`src/rtl/iff_pkg.sv`:
```
// ----------------------------------------------------------------------------
// iff_pkg
// Shared types, codes and sizes of the integer field formatter.
// ----------------------------------------------------------------------------
package iff_pkg;

	localparam int VALUE_BITS = 64;
	localparam int MAX_FIELD  = 64;
	localparam int EMIT_LIMIT = (MAX_FIELD < 64) ? MAX_FIELD : 64;
	localparam int PLAIN_BITS = (VALUE_BITS < 32) ? VALUE_BITS : 32;

	localparam int NDIG   = (VALUE_BITS + 2) / 3;
	localparam int DIG_W  = 4 * NDIG;
	localparam int NDIG_W = $clog2(NDIG + 1);
	localparam int CNT_W  = $clog2(VALUE_BITS);
	localparam int POS_W  = $clog2(EMIT_LIMIT + 1);
	localparam int BND_W  = 8;

	localparam logic [2:0] CMD_SDEC = 3'd0;
	localparam logic [2:0] CMD_UDEC = 3'd1;
	localparam logic [2:0] CMD_OCT  = 3'd2;
	localparam logic [2:0] CMD_HEXL = 3'd3;
	localparam logic [2:0] CMD_HEXU = 3'd4;
	localparam logic [2:0] CMD_PTR  = 3'd5;

	localparam logic [1:0] SZ_PLAIN = 2'd0;
	localparam logic [1:0] SZ_LONG  = 2'd1;
	localparam logic [1:0] SZ_SHORT = 2'd2;

	localparam logic [2:0] FL_NONE  = 3'd0;
	localparam logic [2:0] FL_MINUS = 3'd1;
	localparam logic [2:0] FL_PLUS  = 3'd2;
	localparam logic [2:0] FL_SPACE = 3'd3;
	localparam logic [2:0] FL_HASH  = 3'd4;
	localparam logic [2:0] FL_ZERO  = 3'd5;

	localparam logic [7:0] CH_SPACE = 8'h20;
	localparam logic [7:0] CH_MINUS = 8'h2D;
	localparam logic [7:0] CH_PLUS  = 8'h2B;
	localparam logic [7:0] CH_ZERO  = 8'h30;
	localparam logic [7:0] CH_XL    = 8'h78;
	localparam logic [7:0] CH_XU    = 8'h58;
	localparam logic [7:0] CH_AL    = 8'h61;
	localparam logic [7:0] CH_AU    = 8'h41;

	typedef enum logic [2:0] {
		CV_HOLD,
		CV_LOAD_DEC,
		CV_LOAD_OCT,
		CV_LOAD_HEX,
		CV_DABBLE,
		CV_SHIFT
	} conv_op_t;

	typedef struct packed {
		logic [BND_W-1:0] pre_start;
		logic [BND_W-1:0] zero_start;
		logic [BND_W-1:0] digit_start;
		logic [BND_W-1:0] digit_end;
	} bound_t;

	function automatic logic [7:0] digit_char(input logic [3:0] nib, input logic upper);
		logic [7:0] base;
		base = upper ? CH_AU : CH_AL;
		if (nib < 4'd10)
			digit_char = CH_ZERO + {4'd0, nib};
		else
			digit_char = base + {4'd0, nib} - 8'd10;
	endfunction

endpackage

```
`src/rtl/iff_conv.sv`:
```
// ----------------------------------------------------------------------------
// iff_conv
// Shared digit register: binary to BCD by shift and add-3, direct octal and
// hex split, and a nibble shifter that serves normalization and digit output.
// ----------------------------------------------------------------------------
module iff_conv import iff_pkg::*; (
	input  logic                  clk,
	input  conv_op_t              op,
	input  logic [VALUE_BITS-1:0] mag,
	output logic [3:0]            top_nib
);

	logic [DIG_W-1:0]      dig_q;
	logic [VALUE_BITS-1:0] shf_q;
	logic [DIG_W-1:0]      adj;
	logic [DIG_W-1:0]      oct;
	logic [3*NDIG-1:0]     mext;

	always_comb begin
		mext = (3*NDIG)'(mag);
		for (int k = 0; k < NDIG; k++) begin
			oct[4*k +: 4] = {1'b0, mext[3*k +: 3]};
			adj[4*k +: 4] = (dig_q[4*k +: 4] >= 4'd5) ? dig_q[4*k +: 4] + 4'd3
				: dig_q[4*k +: 4];
		end
	end

	always_ff @(posedge clk) begin
		case (op)
			CV_LOAD_DEC: begin
				dig_q <= '0;
				shf_q <= mag;
			end
			CV_LOAD_OCT: dig_q <= oct;
			CV_LOAD_HEX: dig_q <= DIG_W'(mag);
			CV_DABBLE: begin
				dig_q <= {adj[DIG_W-2:0], shf_q[VALUE_BITS-1]};
				shf_q <= {shf_q[VALUE_BITS-2:0], 1'b0};
			end
			CV_SHIFT: dig_q <= {dig_q[DIG_W-5:0], 4'd0};
			default: ;
		endcase
	end

	assign top_nib = dig_q[DIG_W-1 -: 4];

endmodule

```
`src/rtl/iff_emit.sv`:
```
// ----------------------------------------------------------------------------
// iff_emit
// Character select for one output position: padding, prefix, zeros, digits.
// ----------------------------------------------------------------------------
module iff_emit import iff_pkg::*; (
	input  logic [POS_W-1:0] pos,
	input  bound_t           bnd,
	input  logic [7:0]       pre0,
	input  logic [7:0]       pre1,
	input  logic [3:0]       nib,
	input  logic             upper,
	output logic [7:0]       ch,
	output logic             is_digit
);

	logic [BND_W-1:0] p;

	always_comb begin
		p        = BND_W'(pos);
		is_digit = 1'b0;
		if (p < bnd.pre_start)
			ch = CH_SPACE;
		else if (p < bnd.zero_start)
			ch = (p == bnd.pre_start) ? pre0 : pre1;
		else if (p < bnd.digit_start)
			ch = CH_ZERO;
		else if (p < bnd.digit_end) begin
			ch       = digit_char(nib, upper);
			is_digit = 1'b1;
		end else
			ch = CH_SPACE;
	end

endmodule

```
`src/rtl/integer_field_formatter.sv`:
```
// ----------------------------------------------------------------------------
// integer_field_formatter
// Printf-style integer conversion, one formatted character per strobe.
// ----------------------------------------------------------------------------
// Sequence: the request is accepted into registers, then for decimal a load and
// add-3 shift steps over every value bit, normalize steps that drop leading
// zero digits, three setup steps and emission; octal and hex skip the shifting.
// A new request is taken only after the last emitted character (at most 64 per
// request) has been produced; busy stays high until the last character.
// Reset clears the sequencer and the strobe; the receiver cannot stall.
// ----------------------------------------------------------------------------
module integer_field_formatter import iff_pkg::*; (
	input  logic                  clk,
	input  logic                  arst_n,
	input  logic                  start,
	output logic                  busy,
	input  logic [63:0]           raw_value,
	input  logic [2:0]            command,
	input  logic [1:0]            size_mode,
	input  logic [2:0]            flag_code,
	input  logic [6:0]            field_width,
	input  logic signed [6:0]     digit_precision,
	output logic                  strobe,
	output logic [7:0]            out_char,
	output logic                  last_char
);

	typedef enum logic [2:0] {
		ST_IDLE, ST_PREP, ST_DAB, ST_NORM, ST_CALC1, ST_CALC2, ST_CALC3, ST_EMIT
	} state_t;

	state_t                state_q;
	logic [VALUE_BITS-1:0] v_q;
	logic [2:0]            cmd_q;
	logic [2:0]            flag_q;
	logic [1:0]            sz_q;
	logic [6:0]            width_q;
	logic                  given_q;
	logic [5:0]            prec_q;
	logic                  neg_q;
	logic                  vz_q;
	logic [CNT_W-1:0]      cnt_q;
	logic [NDIG_W-1:0]     ndig_q;
	logic [NDIG_W-1:0]     d_q;
	logic [1:0]            plen_q;
	logic [6:0]            zeros_q;
	logic [7:0]            pre0_q;
	logic [7:0]            pre1_q;
	logic                  upper_q;
	logic [6:0]            spaces_q;
	logic [BND_W-1:0]      c0_q;
	logic [BND_W-1:0]      body_q;
	bound_t                bnd_q;
	logic [POS_W-1:0]      lim_q;
	logic [POS_W-1:0]      pos_q;
	logic                  strobe_q;
	logic [7:0]            out_char_q;
	logic                  last_q;

	logic [2:0]            acc_cmd;
	logic [2:0]            acc_flag;
	logic [1:0]            acc_sz;
	logic                  acc_given;
	logic [VALUE_BITS-1:0] acc_v;
	logic                  acc_sign;
	logic [VALUE_BITS-1:0] mask_q;
	logic [VALUE_BITS-1:0] mag_c;
	conv_op_t              op;
	logic [3:0]            top_nib;
	logic [7:0]            ch;
	logic                  is_digit;

	logic                  nodig;
	logic [NDIG_W-1:0]     d_c;
	logic [1:0]            plen_c;
	logic [7:0]            pre0_c;
	logic [6:0]            zeros_c;
	logic [7:0]            zt;
	logic [BND_W-1:0]      body_c;
	logic [BND_W-1:0]      total_c;
	logic [6:0]            lead_c;
	logic [POS_W-1:0]      lim_c;

	function automatic logic [VALUE_BITS-1:0] size_mask(input logic [1:0] sz);
		case (sz)
			SZ_LONG:  size_mask = '1;
			SZ_SHORT: size_mask = VALUE_BITS'({16{1'b1}});
			default:  size_mask = VALUE_BITS'({PLAIN_BITS{1'b1}});
		endcase
	endfunction

	always_comb begin
		acc_cmd   = (command > CMD_PTR) ? CMD_UDEC : command;
		acc_sz    = (size_mode == 2'd3) ? SZ_PLAIN : size_mode;
		acc_flag  = (flag_code > FL_ZERO) ? FL_NONE : flag_code;
		acc_given = ~digit_precision[6];
		if (acc_cmd == CMD_PTR) begin
			acc_sz    = SZ_LONG;
			acc_flag  = (acc_flag == FL_MINUS) ? FL_MINUS : FL_NONE;
			acc_given = 1'b0;
		end
		acc_v = raw_value[VALUE_BITS-1:0] & size_mask(acc_sz);
		case (acc_sz)
			SZ_LONG:  acc_sign = acc_v[VALUE_BITS-1];
			SZ_SHORT: acc_sign = acc_v[15];
			default:  acc_sign = acc_v[PLAIN_BITS-1];
		endcase
	end

	assign mask_q = size_mask(sz_q);
	assign mag_c  = neg_q ? ((~v_q + VALUE_BITS'(1)) & mask_q) : v_q;

	always_comb begin
		nodig = given_q && (prec_q == 6'd0) && vz_q;
		d_c   = nodig ? '0 : ndig_q;

		plen_c = 2'd0;
		pre0_c = CH_ZERO;
		if (neg_q) begin
			plen_c = 2'd1;
			pre0_c = CH_MINUS;
		end else if (cmd_q == CMD_SDEC && flag_q == FL_PLUS) begin
			plen_c = 2'd1;
			pre0_c = CH_PLUS;
		end else if (cmd_q == CMD_SDEC && flag_q == FL_SPACE) begin
			plen_c = 2'd1;
			pre0_c = CH_SPACE;
		end else if (cmd_q == CMD_PTR || ((cmd_q == CMD_HEXL || cmd_q == CMD_HEXU) &&
				flag_q == FL_HASH && !vz_q)) begin
			plen_c = 2'd2;
			pre0_c = CH_ZERO;
		end

		zt      = {1'b0, width_q} - {6'd0, plen_c} - 8'(d_c);
		zeros_c = 7'd0;
		if (given_q) begin
			if ({1'b0, prec_q} > 7'(d_c))
				zeros_c = {1'b0, prec_q} - 7'(d_c);
		end else if (flag_q == FL_ZERO) begin
			if (!zt[7])
				zeros_c = zt[6:0];
		end
		if (cmd_q == CMD_OCT && flag_q == FL_HASH && zeros_c == 7'd0 &&
				(d_c == '0 || !vz_q))
			zeros_c = 7'd1;
	end

	always_comb begin
		body_c  = BND_W'(plen_q) + BND_W'(zeros_q) + BND_W'(d_q);
		lead_c  = (flag_q != FL_MINUS) ? spaces_q : 7'd0;
		total_c = BND_W'(spaces_q) + body_q;
		lim_c   = (total_c > BND_W'(EMIT_LIMIT)) ? POS_W'(EMIT_LIMIT) : POS_W'(total_c);
	end

	always_comb begin
		op = CV_HOLD;
		case (state_q)
			ST_PREP: begin
				if (cmd_q == CMD_OCT)
					op = CV_LOAD_OCT;
				else if (cmd_q == CMD_HEXL || cmd_q == CMD_HEXU || cmd_q == CMD_PTR)
					op = CV_LOAD_HEX;
				else
					op = CV_LOAD_DEC;
			end
			ST_DAB:  op = CV_DABBLE;
			ST_NORM: if (ndig_q > NDIG_W'(1) && top_nib == 4'd0) op = CV_SHIFT;
			ST_EMIT: if (is_digit) op = CV_SHIFT;
			default: op = CV_HOLD;
		endcase
	end

	iff_conv u_conv (
		.clk     (clk),
		.op      (op),
		.mag     (mag_c),
		.top_nib (top_nib)
	);

	iff_emit u_emit (
		.pos      (pos_q),
		.bnd      (bnd_q),
		.pre0     (pre0_q),
		.pre1     (pre1_q),
		.nib      (top_nib),
		.upper    (upper_q),
		.ch       (ch),
		.is_digit (is_digit)
	);

	always_ff @(posedge clk or negedge arst_n) begin
		if (!arst_n) begin
			state_q    <= ST_IDLE;
			v_q        <= '0;
			cmd_q      <= CMD_SDEC;
			flag_q     <= FL_NONE;
			sz_q       <= SZ_PLAIN;
			width_q    <= '0;
			given_q    <= 1'b0;
			prec_q     <= '0;
			neg_q      <= 1'b0;
			vz_q       <= 1'b0;
			cnt_q      <= '0;
			ndig_q     <= '0;
			d_q        <= '0;
			plen_q     <= '0;
			zeros_q    <= '0;
			pre0_q     <= CH_ZERO;
			pre1_q     <= CH_XL;
			upper_q    <= 1'b0;
			spaces_q   <= '0;
			c0_q       <= '0;
			body_q     <= '0;
			bnd_q      <= '0;
			lim_q      <= '0;
			pos_q      <= '0;
			strobe_q   <= 1'b0;
			out_char_q <= '0;
			last_q     <= 1'b0;
		end else begin
			strobe_q <= 1'b0;
			last_q   <= 1'b0;
			case (state_q)
				ST_IDLE: begin
					if (start) begin
						v_q     <= acc_v;
						cmd_q   <= acc_cmd;
						flag_q  <= acc_flag;
						sz_q    <= acc_sz;
						width_q <= field_width;
						given_q <= acc_given;
						prec_q  <= digit_precision[5:0];
						neg_q   <= (acc_cmd == CMD_SDEC) && acc_sign;
						state_q <= ST_PREP;
					end
				end
				ST_PREP: begin
					vz_q    <= (v_q == '0);
					upper_q <= (cmd_q == CMD_HEXU);
					cnt_q   <= '0;
					ndig_q  <= NDIG_W'(NDIG);
					if (cmd_q == CMD_SDEC || cmd_q == CMD_UDEC)
						state_q <= ST_DAB;
					else
						state_q <= ST_NORM;
				end
				ST_DAB: begin
					cnt_q <= cnt_q + CNT_W'(1);
					if (cnt_q == CNT_W'(VALUE_BITS - 1))
						state_q <= ST_NORM;
				end
				ST_NORM: begin
					if (ndig_q > NDIG_W'(1) && top_nib == 4'd0)
						ndig_q <= ndig_q - NDIG_W'(1);
					else
						state_q <= ST_CALC1;
				end
				ST_CALC1: begin
					d_q     <= d_c;
					plen_q  <= plen_c;
					pre0_q  <= pre0_c;
					pre1_q  <= upper_q ? CH_XU : CH_XL;
					zeros_q <= zeros_c;
					state_q <= ST_CALC2;
				end
				ST_CALC2: begin
					body_q   <= body_c;
					c0_q     <= BND_W'(plen_q) + BND_W'(zeros_q);
					spaces_q <= (BND_W'(width_q) > body_c) ? width_q - body_c[6:0] : 7'd0;
					state_q  <= ST_CALC3;
				end
				ST_CALC3: begin
					bnd_q.pre_start   <= BND_W'(lead_c);
					bnd_q.zero_start  <= BND_W'(lead_c) + BND_W'(plen_q);
					bnd_q.digit_start <= BND_W'(lead_c) + c0_q;
					bnd_q.digit_end   <= BND_W'(lead_c) + body_q;
					lim_q             <= lim_c;
					pos_q             <= '0;
					state_q           <= (lim_c == '0) ? ST_IDLE : ST_EMIT;
				end
				ST_EMIT: begin
					strobe_q   <= 1'b1;
					out_char_q <= ch;
					last_q     <= (pos_q == lim_q - POS_W'(1));
					pos_q      <= pos_q + POS_W'(1);
					if (pos_q == lim_q - POS_W'(1))
						state_q <= ST_IDLE;
				end
				default: state_q <= ST_IDLE;
			endcase
		end
	end

	assign busy      = (state_q != ST_IDLE);
	assign strobe    = strobe_q;
	assign out_char  = out_char_q;
	assign last_char = last_q;

	a_contiguous: assert property (@(posedge clk) disable iff (!arst_n)
		strobe && !last_char |=> strobe)
		else $error("character stream broken before last character");

	a_last_ends: assert property (@(posedge clk) disable iff (!arst_n)
		strobe && last_char |=> !strobe)
		else $error("strobe continues after last character");

	a_accept_busy: assert property (@(posedge clk) disable iff (!arst_n)
		start && !busy |=> busy && !strobe)
		else $error("accepted request did not raise busy");

	a_strobe_owned: assert property (@(posedge clk) disable iff (!arst_n)
		strobe |-> busy || last_char)
		else $error("strobe while idle outside last character");

endmodule

```
`config.mk`:
```
export PLATFORM = sky130hd
export DESIGN_NAME = integer_field_formatter
export DESIGN_NICKNAME = d
export VERILOG_FILES = /design/src/rtl/iff_pkg.sv /design/src/rtl/iff_conv.sv /design/src/rtl/iff_emit.sv /design/src/rtl/integer_field_formatter.sv
export SDC_FILE = /design/constraint.sdc
export NUM_CORES = 1
export LEC_CHECK = 0
export ABC_AREA = 1
export BUFFER_PORTS_ARGS = -buffer_cell sky130_fd_sc_hd__buf_2
export CELL_PAD_IN_SITES_DETAIL_PLACEMENT = 1
export CELL_PAD_IN_SITES_GLOBAL_PLACEMENT = 1
export CORE_MARGIN = 5
export CORE_UTILIZATION = 50
export CTS_BUF_LIST = sky130_fd_sc_hd__clkbuf_16
export DETAILED_ROUTE_END_ITERATION = 8
export HOLD_SLACK_MARGIN = 0.12
export PLACE_DENSITY = 0.81
export SYNTH_ARGS = -nofsm -noshare
export SYNTH_HDL_FRONTEND = slang
export SYNTH_SLANG_ARGS = --single-unit
```
`constraint.sdc`:
```
create_clock -name clk -period 15 [get_ports clk]
set_input_delay 3 -clock clk [delete_from_list [all_inputs] [get_ports clk]]
set_output_delay 3 -clock clk [all_outputs]
set_load 0.02 [all_outputs]
```
==> impl_metrics.env, run 1 <==
export IMPL_wl_per_cell_um=20.8
export IMPL_fillers=5751
export IMPL_max_freq_ghz=0.203
export IMPL_criticalPathCategory="reg -> out"
export IMPL_path_buf_inv=3
export IMPL_cts_setup_buffers=0
export IMPL_synth_top_area_share=0.214
export IMPL_track_usage=0.300
export IMPL_clk_path_buf_depth=3
export IMPL_hold_depth=2
export IMPL_hp_class="reg -> reg"
export IMPL_multi_input_area_um2=11600
export IMPL_antenna_found_initial=1
export IMPL_outcome="finished clean"
export IMPL_hold_buffers=0
export IMPL_netlist_instances=2986
export IMPL_io_pins=100
export IMPL_hold_viol_final=0
export IMPL_synthTopCellsByArea="dfrtp_1 (21%), edfxtp_1 (20%), nand2_1 (13%)"
export IMPL_grt_max_degree=134
export IMPL_die_height_um=224
export IMPL_crit_path_max_incr_delay_ns=0.51
export IMPL_gp_congestion=0.892
export IMPL_r2r_cells=9
export IMPL_yosys_warnings=0
export IMPL_vias=21400
export IMPL_via_per_inst=5.80
export IMPL_grt_pass1_wl_mm=121
export IMPL_critical_path_arrival_ns=1.92
export IMPL_core_um2=45500
export IMPL_critPathLaunchType="register"
export IMPL_synth_seq_area_share=0.415
export IMPL_syn_nets=3216
export IMPL_rsz0062_at_grt="no"
export IMPL_overflow=0
export IMPL_cts_tree="yes"
export IMPL_io_buffers=98
export IMPL_worst_slew_pin_slew_ns=1.27
export IMPL_insertion_delay_ns=0.57
export IMPL_netlist_area_um2=23000
export IMPL_clkSinkCount=351
export IMPL_htreeDepth=2
export IMPL_initial_utilization=0.506
export IMPL_num_rows=78
export IMPL_die_area_um2=50400
export IMPL_numCtsBuffers=43
export IMPL_cp_top_family="flip-flops"
export IMPL_slowest_stage="dfrtp_1"
export IMPL_yosys_top_cells_count="nand2_1 (788), inv_1 (366), nor2_1 (263)"
export IMPL_period_minus_slack_ns=4.92
export IMPL_rrSetupSlack_ns=10.71
export IMPL_async_reset_ff_frac=0.567
export IMPL_hold_start="bnd_q[17]$_DFFE_PN0P_"
export IMPL_r2r_start="pos_q[5]$_DFFE_PN0P_"
export IMPL_regToRegEndpoint="u_conv.dig_q[43]$_SDFFCE_PN0P_"
export IMPL_setup_viol=0
export IMPL_cp_required_ns=12.00
export IMPL_seq_area_um2=9550
export IMPL_clockRootBuffer="clkbuf_16"
export IMPL_wirelength_mm=76.7
export IMPL_fin_setup_tns_ns=0
export IMPL_hold_path_end="bnd_q[17]$_DFFE_PN0P_"
export IMPL_cap_violations=0
export IMPL_die_w_um=224
export IMPL_slew_violations=0
export IMPL_first_iter_violations=1756
export IMPL_layout_drive_gt1_share=0.0787
export IMPL_powerDensity_nw_per_um2=245
export IMPL_p_leak_nw=11.9
export IMPL_crit_chain="nor2_1, inv_1, nor2_1, inv_1, buf_2"
export IMPL_clkTransAtPathRegs_ns=0.06
export IMPL_synth_most_common_cell="nand2_1"
export IMPL_drc_errors=0
export IMPL_ys_seq_elements=351
export IMPL_layout_nets=3285
export IMPL_path_max_fanout=7
export IMPL_post_route_period_util=0.328
export IMPL_slew_headroom=0.152
export IMPL_ir_drop_uv=172
export IMPL_syn2layout_area_growth_pct=9.92
export IMPL_skew_ns=0.0156
export IMPL_synth_edf_count=152
export IMPL_end_kind="primary output"
export IMPL_post_synth_top_area_cell="dfrtp_1"
export IMPL_cts_resized=0
export IMPL_synth_cell_types=63
export IMPL_finalPower_mw=6.18
export IMPL_ys_flop_type="dfrtp_1"
export IMPL_grt_pass1_vias=22000
export IMPL_dr_pass1_iters=5
export IMPL_ant_nets=0
export IMPL_hpwl_mm=56.2
export IMPL_avgSynthCellArea_um2=7.70
power breakdown:
| part | total (mW) | switching (mW) | internal, mW |
|---|---|---|---|
| clock | 0.979 | 0.424 | 0.555 |
| sequential | 2.01 | 0.378 | 1.63 |
| combinational | 3.20 | 2.23 | 0.968 |
| total | 6.18 | 3.03 | 3.15 |
logic make-up after synthesis:
logic type / count (synthesis) / synth area share
AND/OR/NAND/NOR: 1445 / 0.270
AO/OA/AOI/OAI: 488 / 0.121
buffers and inverters: 472 / 0.0806
flip-flops: 351 / 0.415
adder cells (fa/ha/maj): 141 / 0.0800
XOR/XNOR: 88 / 0.0335
other: 1 / 0.000163
sequential cells by signal, summed over array words and instances, names as in the netlist, 5 cells and up:
signal	count
u_conv.dig_q	88
u_conv.shf_q	64
v_q	64
bnd_q	31
body_q	8
c0_q	8
lim_q	7
out_char	7
pos_q	7
spaces_q	7
width_q	7
zeros_q	7
cnt_q	6
prec_q	6
d_q	5
ndig_q	5
metrics by stage:
| stage | util | area [um^2] | hold WS [ns] | worst slack (ns) | instances |
|---|---|---|---|---|---|
| floorplan | - | 23000 | 0.428 | 9.65 | 2986 |
| CTS | 0.556 | 25300 | 0.488 | 10.12 | 3688 |
| finish | 0.556 | 25300 | 0.486 | 10.08 | 3689 |
| global route | 0.556 | 25300 | 0.506 | 9.96 | 3689 |
| detailed placement | 0.527 | 24000 | 0.470 | 9.84 | 3610 |
| global placement | 0.527 | 24000 | 0.459 | 9.92 | 3610 |
layout by cell type (no fill, tap or decap), types with 3 or more instances in the layout:
master       n
or2_2       15
a22oi_1      7
inv_2        8
nand3b_1     5
nor3_1      31
o211ai_1    23
nor3b_1     19
buf_4       20
a211oi_1    18
nand3_1    230
o311ai_0     3
edfxtp_1   152
a21oi_1    114
o21ai_0    253
o21bai_1     4
clkinv_1    12
xor2_1      74
nor2_2       8
o211ai_2    12
nand4_1     60
clkinv_2     5
nand2_2      6
o21ai_1      6
inv_1      381
a22o_1       3
fa_1        10
ha_1       131
buf_2       97
nor2_4       5
xnor2_1     14
dfrtp_1    196
o31ai_1      4
nand2_4      3
clkbuf_16   45
o22ai_1     21
nand2_1    786
a31oi_1      7
and3_1       5
nor2_1     262
worst max path at each step:
stage	from	end	slack [ns]	depth (start not counted)
finish	state_q[1]$_DFFE_PN0P_	busy	10.08	5
detailed placement	command[1]	neg_q$_DFFE_PN0P_	9.84	13
floorplan	pos_q[4]$_DFFE_PN0P_	u_conv.dig_q[0]$_SDFFCE_PN0P_	9.65	10
global placement	command[1]	neg_q$_DFFE_PN0P_	9.92	13
global route	state_q[1]$_DFFE_PN0P_	busy	9.96	5
CTS	state_q[1]$_DFFE_PN0P_	busy	10.12	5
worst register-to-register path: cells and delay by family, from the launching register on:
family                   cells  cell delay, ns
adder cells (fa/ha/maj)      1            0.34
AO/OA/AOI/OAI                3            0.65
buffers and inverters        2            1.16
AND/OR/NAND/NOR              3            1.22
flip-flops                   1            0.49
routing by layer:
layer  GRT usage  up-vias  share of wire
met4      0.0878        0          0.028
met3      0.0444      140          0.062
met1       0.420    10600           0.45
li1            -    10000              -
met5           0        -              0
met2       0.486      652           0.46
area by class of cell:
class / instances / area share
clock buffer: 45 / 0.0446
inverter: 378 / 0.0564
antenna: 1 / 0.0000990
sequential: 351 / 0.378
tap: 600 / 0.0297
clock inverter: 33 / 0.00644
multi-input combinational: 2163 / 0.459
timing repair buffer: 118 / 0.0257
Note: power is estimated with default switching activity, not from simulation.
==> inputs of run 2 (changes only) <==
Settings changed: CORE_UTILIZATION 50 to 47, PLACE_DENSITY 0.81 to 0.77.
Clock period 15 ns to 4.6 ns, I/O delays scaled along.
==> run 2 against run 1 <==
  * Combinational power increased to 3.2 times the previous value
  * Utilization decreased by 3.3 points
  * Routed wire length decreased by 1.2%
  * First-iteration DRC count decreased by 16%
  * Cell area increased by 0.60%
  * Critical endpoint is now spaces_q[3]$_DFFE_PN0P_
==> impl_metrics.env, run 2 (synthesized netlist as in run 1, its figures left out) <==
export IMPL_outcome="finished clean"
export IMPL_wl_met2_mm=33.8
export IMPL_vias=21100
export IMPL_clkTransAtPathRegs_ns=0.06
export IMPL_p_leak_nw=11.9
export IMPL_grt_max_degree=107
export IMPL_hp_class="in -> async"
export IMPL_slew_headroom=0.328
export IMPL_crit_path_max_incr_delay_ns=0.41
export IMPL_antenna_found_initial=4
export IMPL_criticalPathCategory="reg -> reg"
export IMPL_timing_final_ws_setup_ns=0.867
export IMPL_insertion_delay_ns=0.57
export IMPL_end_kind="register"
export IMPL_cp_top_family="adder cells"
export IMPL_slowest_stage="dfrtp_1"
export IMPL_slew_violations=0
export IMPL_io_buffers=98
export IMPL_ir_drop_uv=536
export IMPL_path_max_fanout=7
export IMPL_hold_viol_final=0
export IMPL_max_freq_ghz=0.268
export IMPL_clkSinkCount=351
export IMPL_drc_errors=0
export IMPL_wirelength_mm=75.8
export IMPL_regToRegEndpoint="spaces_q[3]$_DFFE_PN0P_"
export IMPL_ant_nets=0
export IMPL_layout_commonest_cell="nand2_1"
export IMPL_skew_ns=0.0171
export IMPL_final_cell_mix="nand2_1 (785), inv_1 (377), nor2_1 (262)"
export IMPL_cts_resized=0
export IMPL_htreeDepth=2
export IMPL_rrSetupSlack_ns=0.87
export IMPL_track_usage=0.282
export IMPL_grt_pass1_vias=21800
export IMPL_cts_tree="yes"
export IMPL_path_buf_inv=0
export IMPL_critPathLaunchType="register"
export IMPL_die_height_um=231
export IMPL_hpwl_mm=56.2
export IMPL_critical_path_arrival_ns=4.16
export IMPL_clockRootBuffer="clkbuf_16"
export IMPL_cp_required_ns=5.03
export IMPL_r2r_start="plen_q[0]$_DFFE_PN0P_"
export IMPL_initial_utilization=0.473
export IMPL_io_pins=100
export IMPL_fin_setup_tns_ns=0
export IMPL_wl_per_cell_um=20.4
export IMPL_path_common_cell="nor2_1"
export IMPL_gp_congestion=0.900
export IMPL_top_layer="met4"
export IMPL_largest_register="u_conv.dig_q"
export IMPL_die_area_um2=53400
export IMPL_r2r_cells=18
export IMPL_rsz0062_at_grt="no"
export IMPL_wl_met3_mm=4.04
export IMPL_worst_slew_pin_slew_ns=1.00
export IMPL_setup_viol=0
export IMPL_dr_pass1_iters=5
export IMPL_post_route_period_util=0.811
export IMPL_num_rows=81
export IMPL_hold_buffers=0
export IMPL_whs_ns=0.394
export IMPL_syn2layout_area_growth_pct=10.6
export IMPL_largest_register_ffs=88
export IMPL_cts_setup_buffers=0
export IMPL_reg_top3="u_conv.dig_q (88), u_conv.shf_q (64), v_q (64)"
export IMPL_crit_chain="ha_1, fa_1, xor2_1, ha_1, a21oi_1, nand2_1, xnor2_1, ha_1, nand2_1, nor2_1, a211oi_1, nor2_1, nor2_1, o21bai_1, a21oi_1, nor2_1, nand2_1, o21ai_0"
export IMPL_first_iter_violations=1467
export IMPL_numCtsBuffers=42
export IMPL_die_w_um=231
export IMPL_via_per_inst=5.68
export IMPL_powerDensity_nw_per_um2=798
export IMPL_clk_path_buf_depth=3
export IMPL_grt_pass1_wl_mm=121
export IMPL_layout_nets=3285
export IMPL_cap_violations=0
export IMPL_period_minus_slack_ns=3.73
export IMPL_m1WireLength_mm=36.1
export IMPL_core_um2=48600
export IMPL_overflow=0
export IMPL_layout_drive_gt1_share=0.0810
export IMPL_pre_cts_ws_ns=0.917
[run 2: power breakdown]
group | leakage (nW) | switching [mW] | total, mW | internal, mW
combinational | 7.19 | 7.21 | 10.4 | 3.18
clock | 0.707 | 1.40 | 3.37 | 1.98
sequential | 4.03 | 1.23 | 6.53 | 5.31
[run 2: how the worst max path moves through the flow]
| stage | startpoint | endpoint | slack (ns) | cells past startpoint |
|---|---|---|---|---|
| after global routing | plen_q[0]$_DFFE_PN0P_ | spaces_q[3]$_DFFE_PN0P_ | 0.59 | 18 |
| after global placement | plen_q[0]$_DFFE_PN0P_ | spaces_q[0]$_DFFE_PN0P_ | 1.00 | 18 |
| after CTS | plen_q[0]$_DFFE_PN0P_ | spaces_q[3]$_DFFE_PN0P_ | 0.87 | 18 |
| final | plen_q[0]$_DFFE_PN0P_ | spaces_q[3]$_DFFE_PN0P_ | 0.87 | 18 |
| after detailed placement | plen_q[0]$_DFFE_PN0P_ | spaces_q[3]$_DFFE_PN0P_ | 0.92 | 18 |
| after floorplan | pos_q[4]$_DFFE_PN0P_ | u_conv.dig_q[0]$_SDFFCE_PN0P_ | -0.63 | 10 |
[run 2: worst reg2reg max path, delay by kind of cell (launching register included)]
family | cells | cell delay (ns)
adders and majority gates | 4 | 1.30
xor gates and xnor gates | 2 | 0.39
DFF | 1 | 0.41
AOI/OAI and AO/OA | 5 | 0.82
and+or+nand+nor | 7 | 0.67
[run 2: through the flow]
stage / instance area (um^2) / total power [mW] / instances / utilization
global placement: 24100 / 16.2 / 3633 / 0.495
global route: 25400 / 22.0 / 3710 / 0.523
CTS: 25400 / 20.3 / 3709 / 0.523
finish: 25400 / 20.3 / 3710 / 0.523
floorplan: 23000 / 13.3 / 2986 / -
detailed placement: 24100 / 16.8 / 3633 / 0.495
[run 2: per-layer routing]
| layer | GRT usage | vias up |
|---|---|---|
| li1 | - | 10000 |
| met1 | 0.411 | 10400 |
| met2 | 0.450 | 511 |
| met3 | 0.0334 | 112 |
| met4 | 0.0743 | 0 |
| met5 | 0 | - |
[run 2: final cells by class]
type	count	area, um^2
repair buffers	119	694
flip-flops and latches	351	9550
fillers	6091	23200
clock inverters	31	233
clock buffers	45	1130
well taps	622	778
inverters	378	1430
multi-input cells	2163	11600
diodes	1	2.50
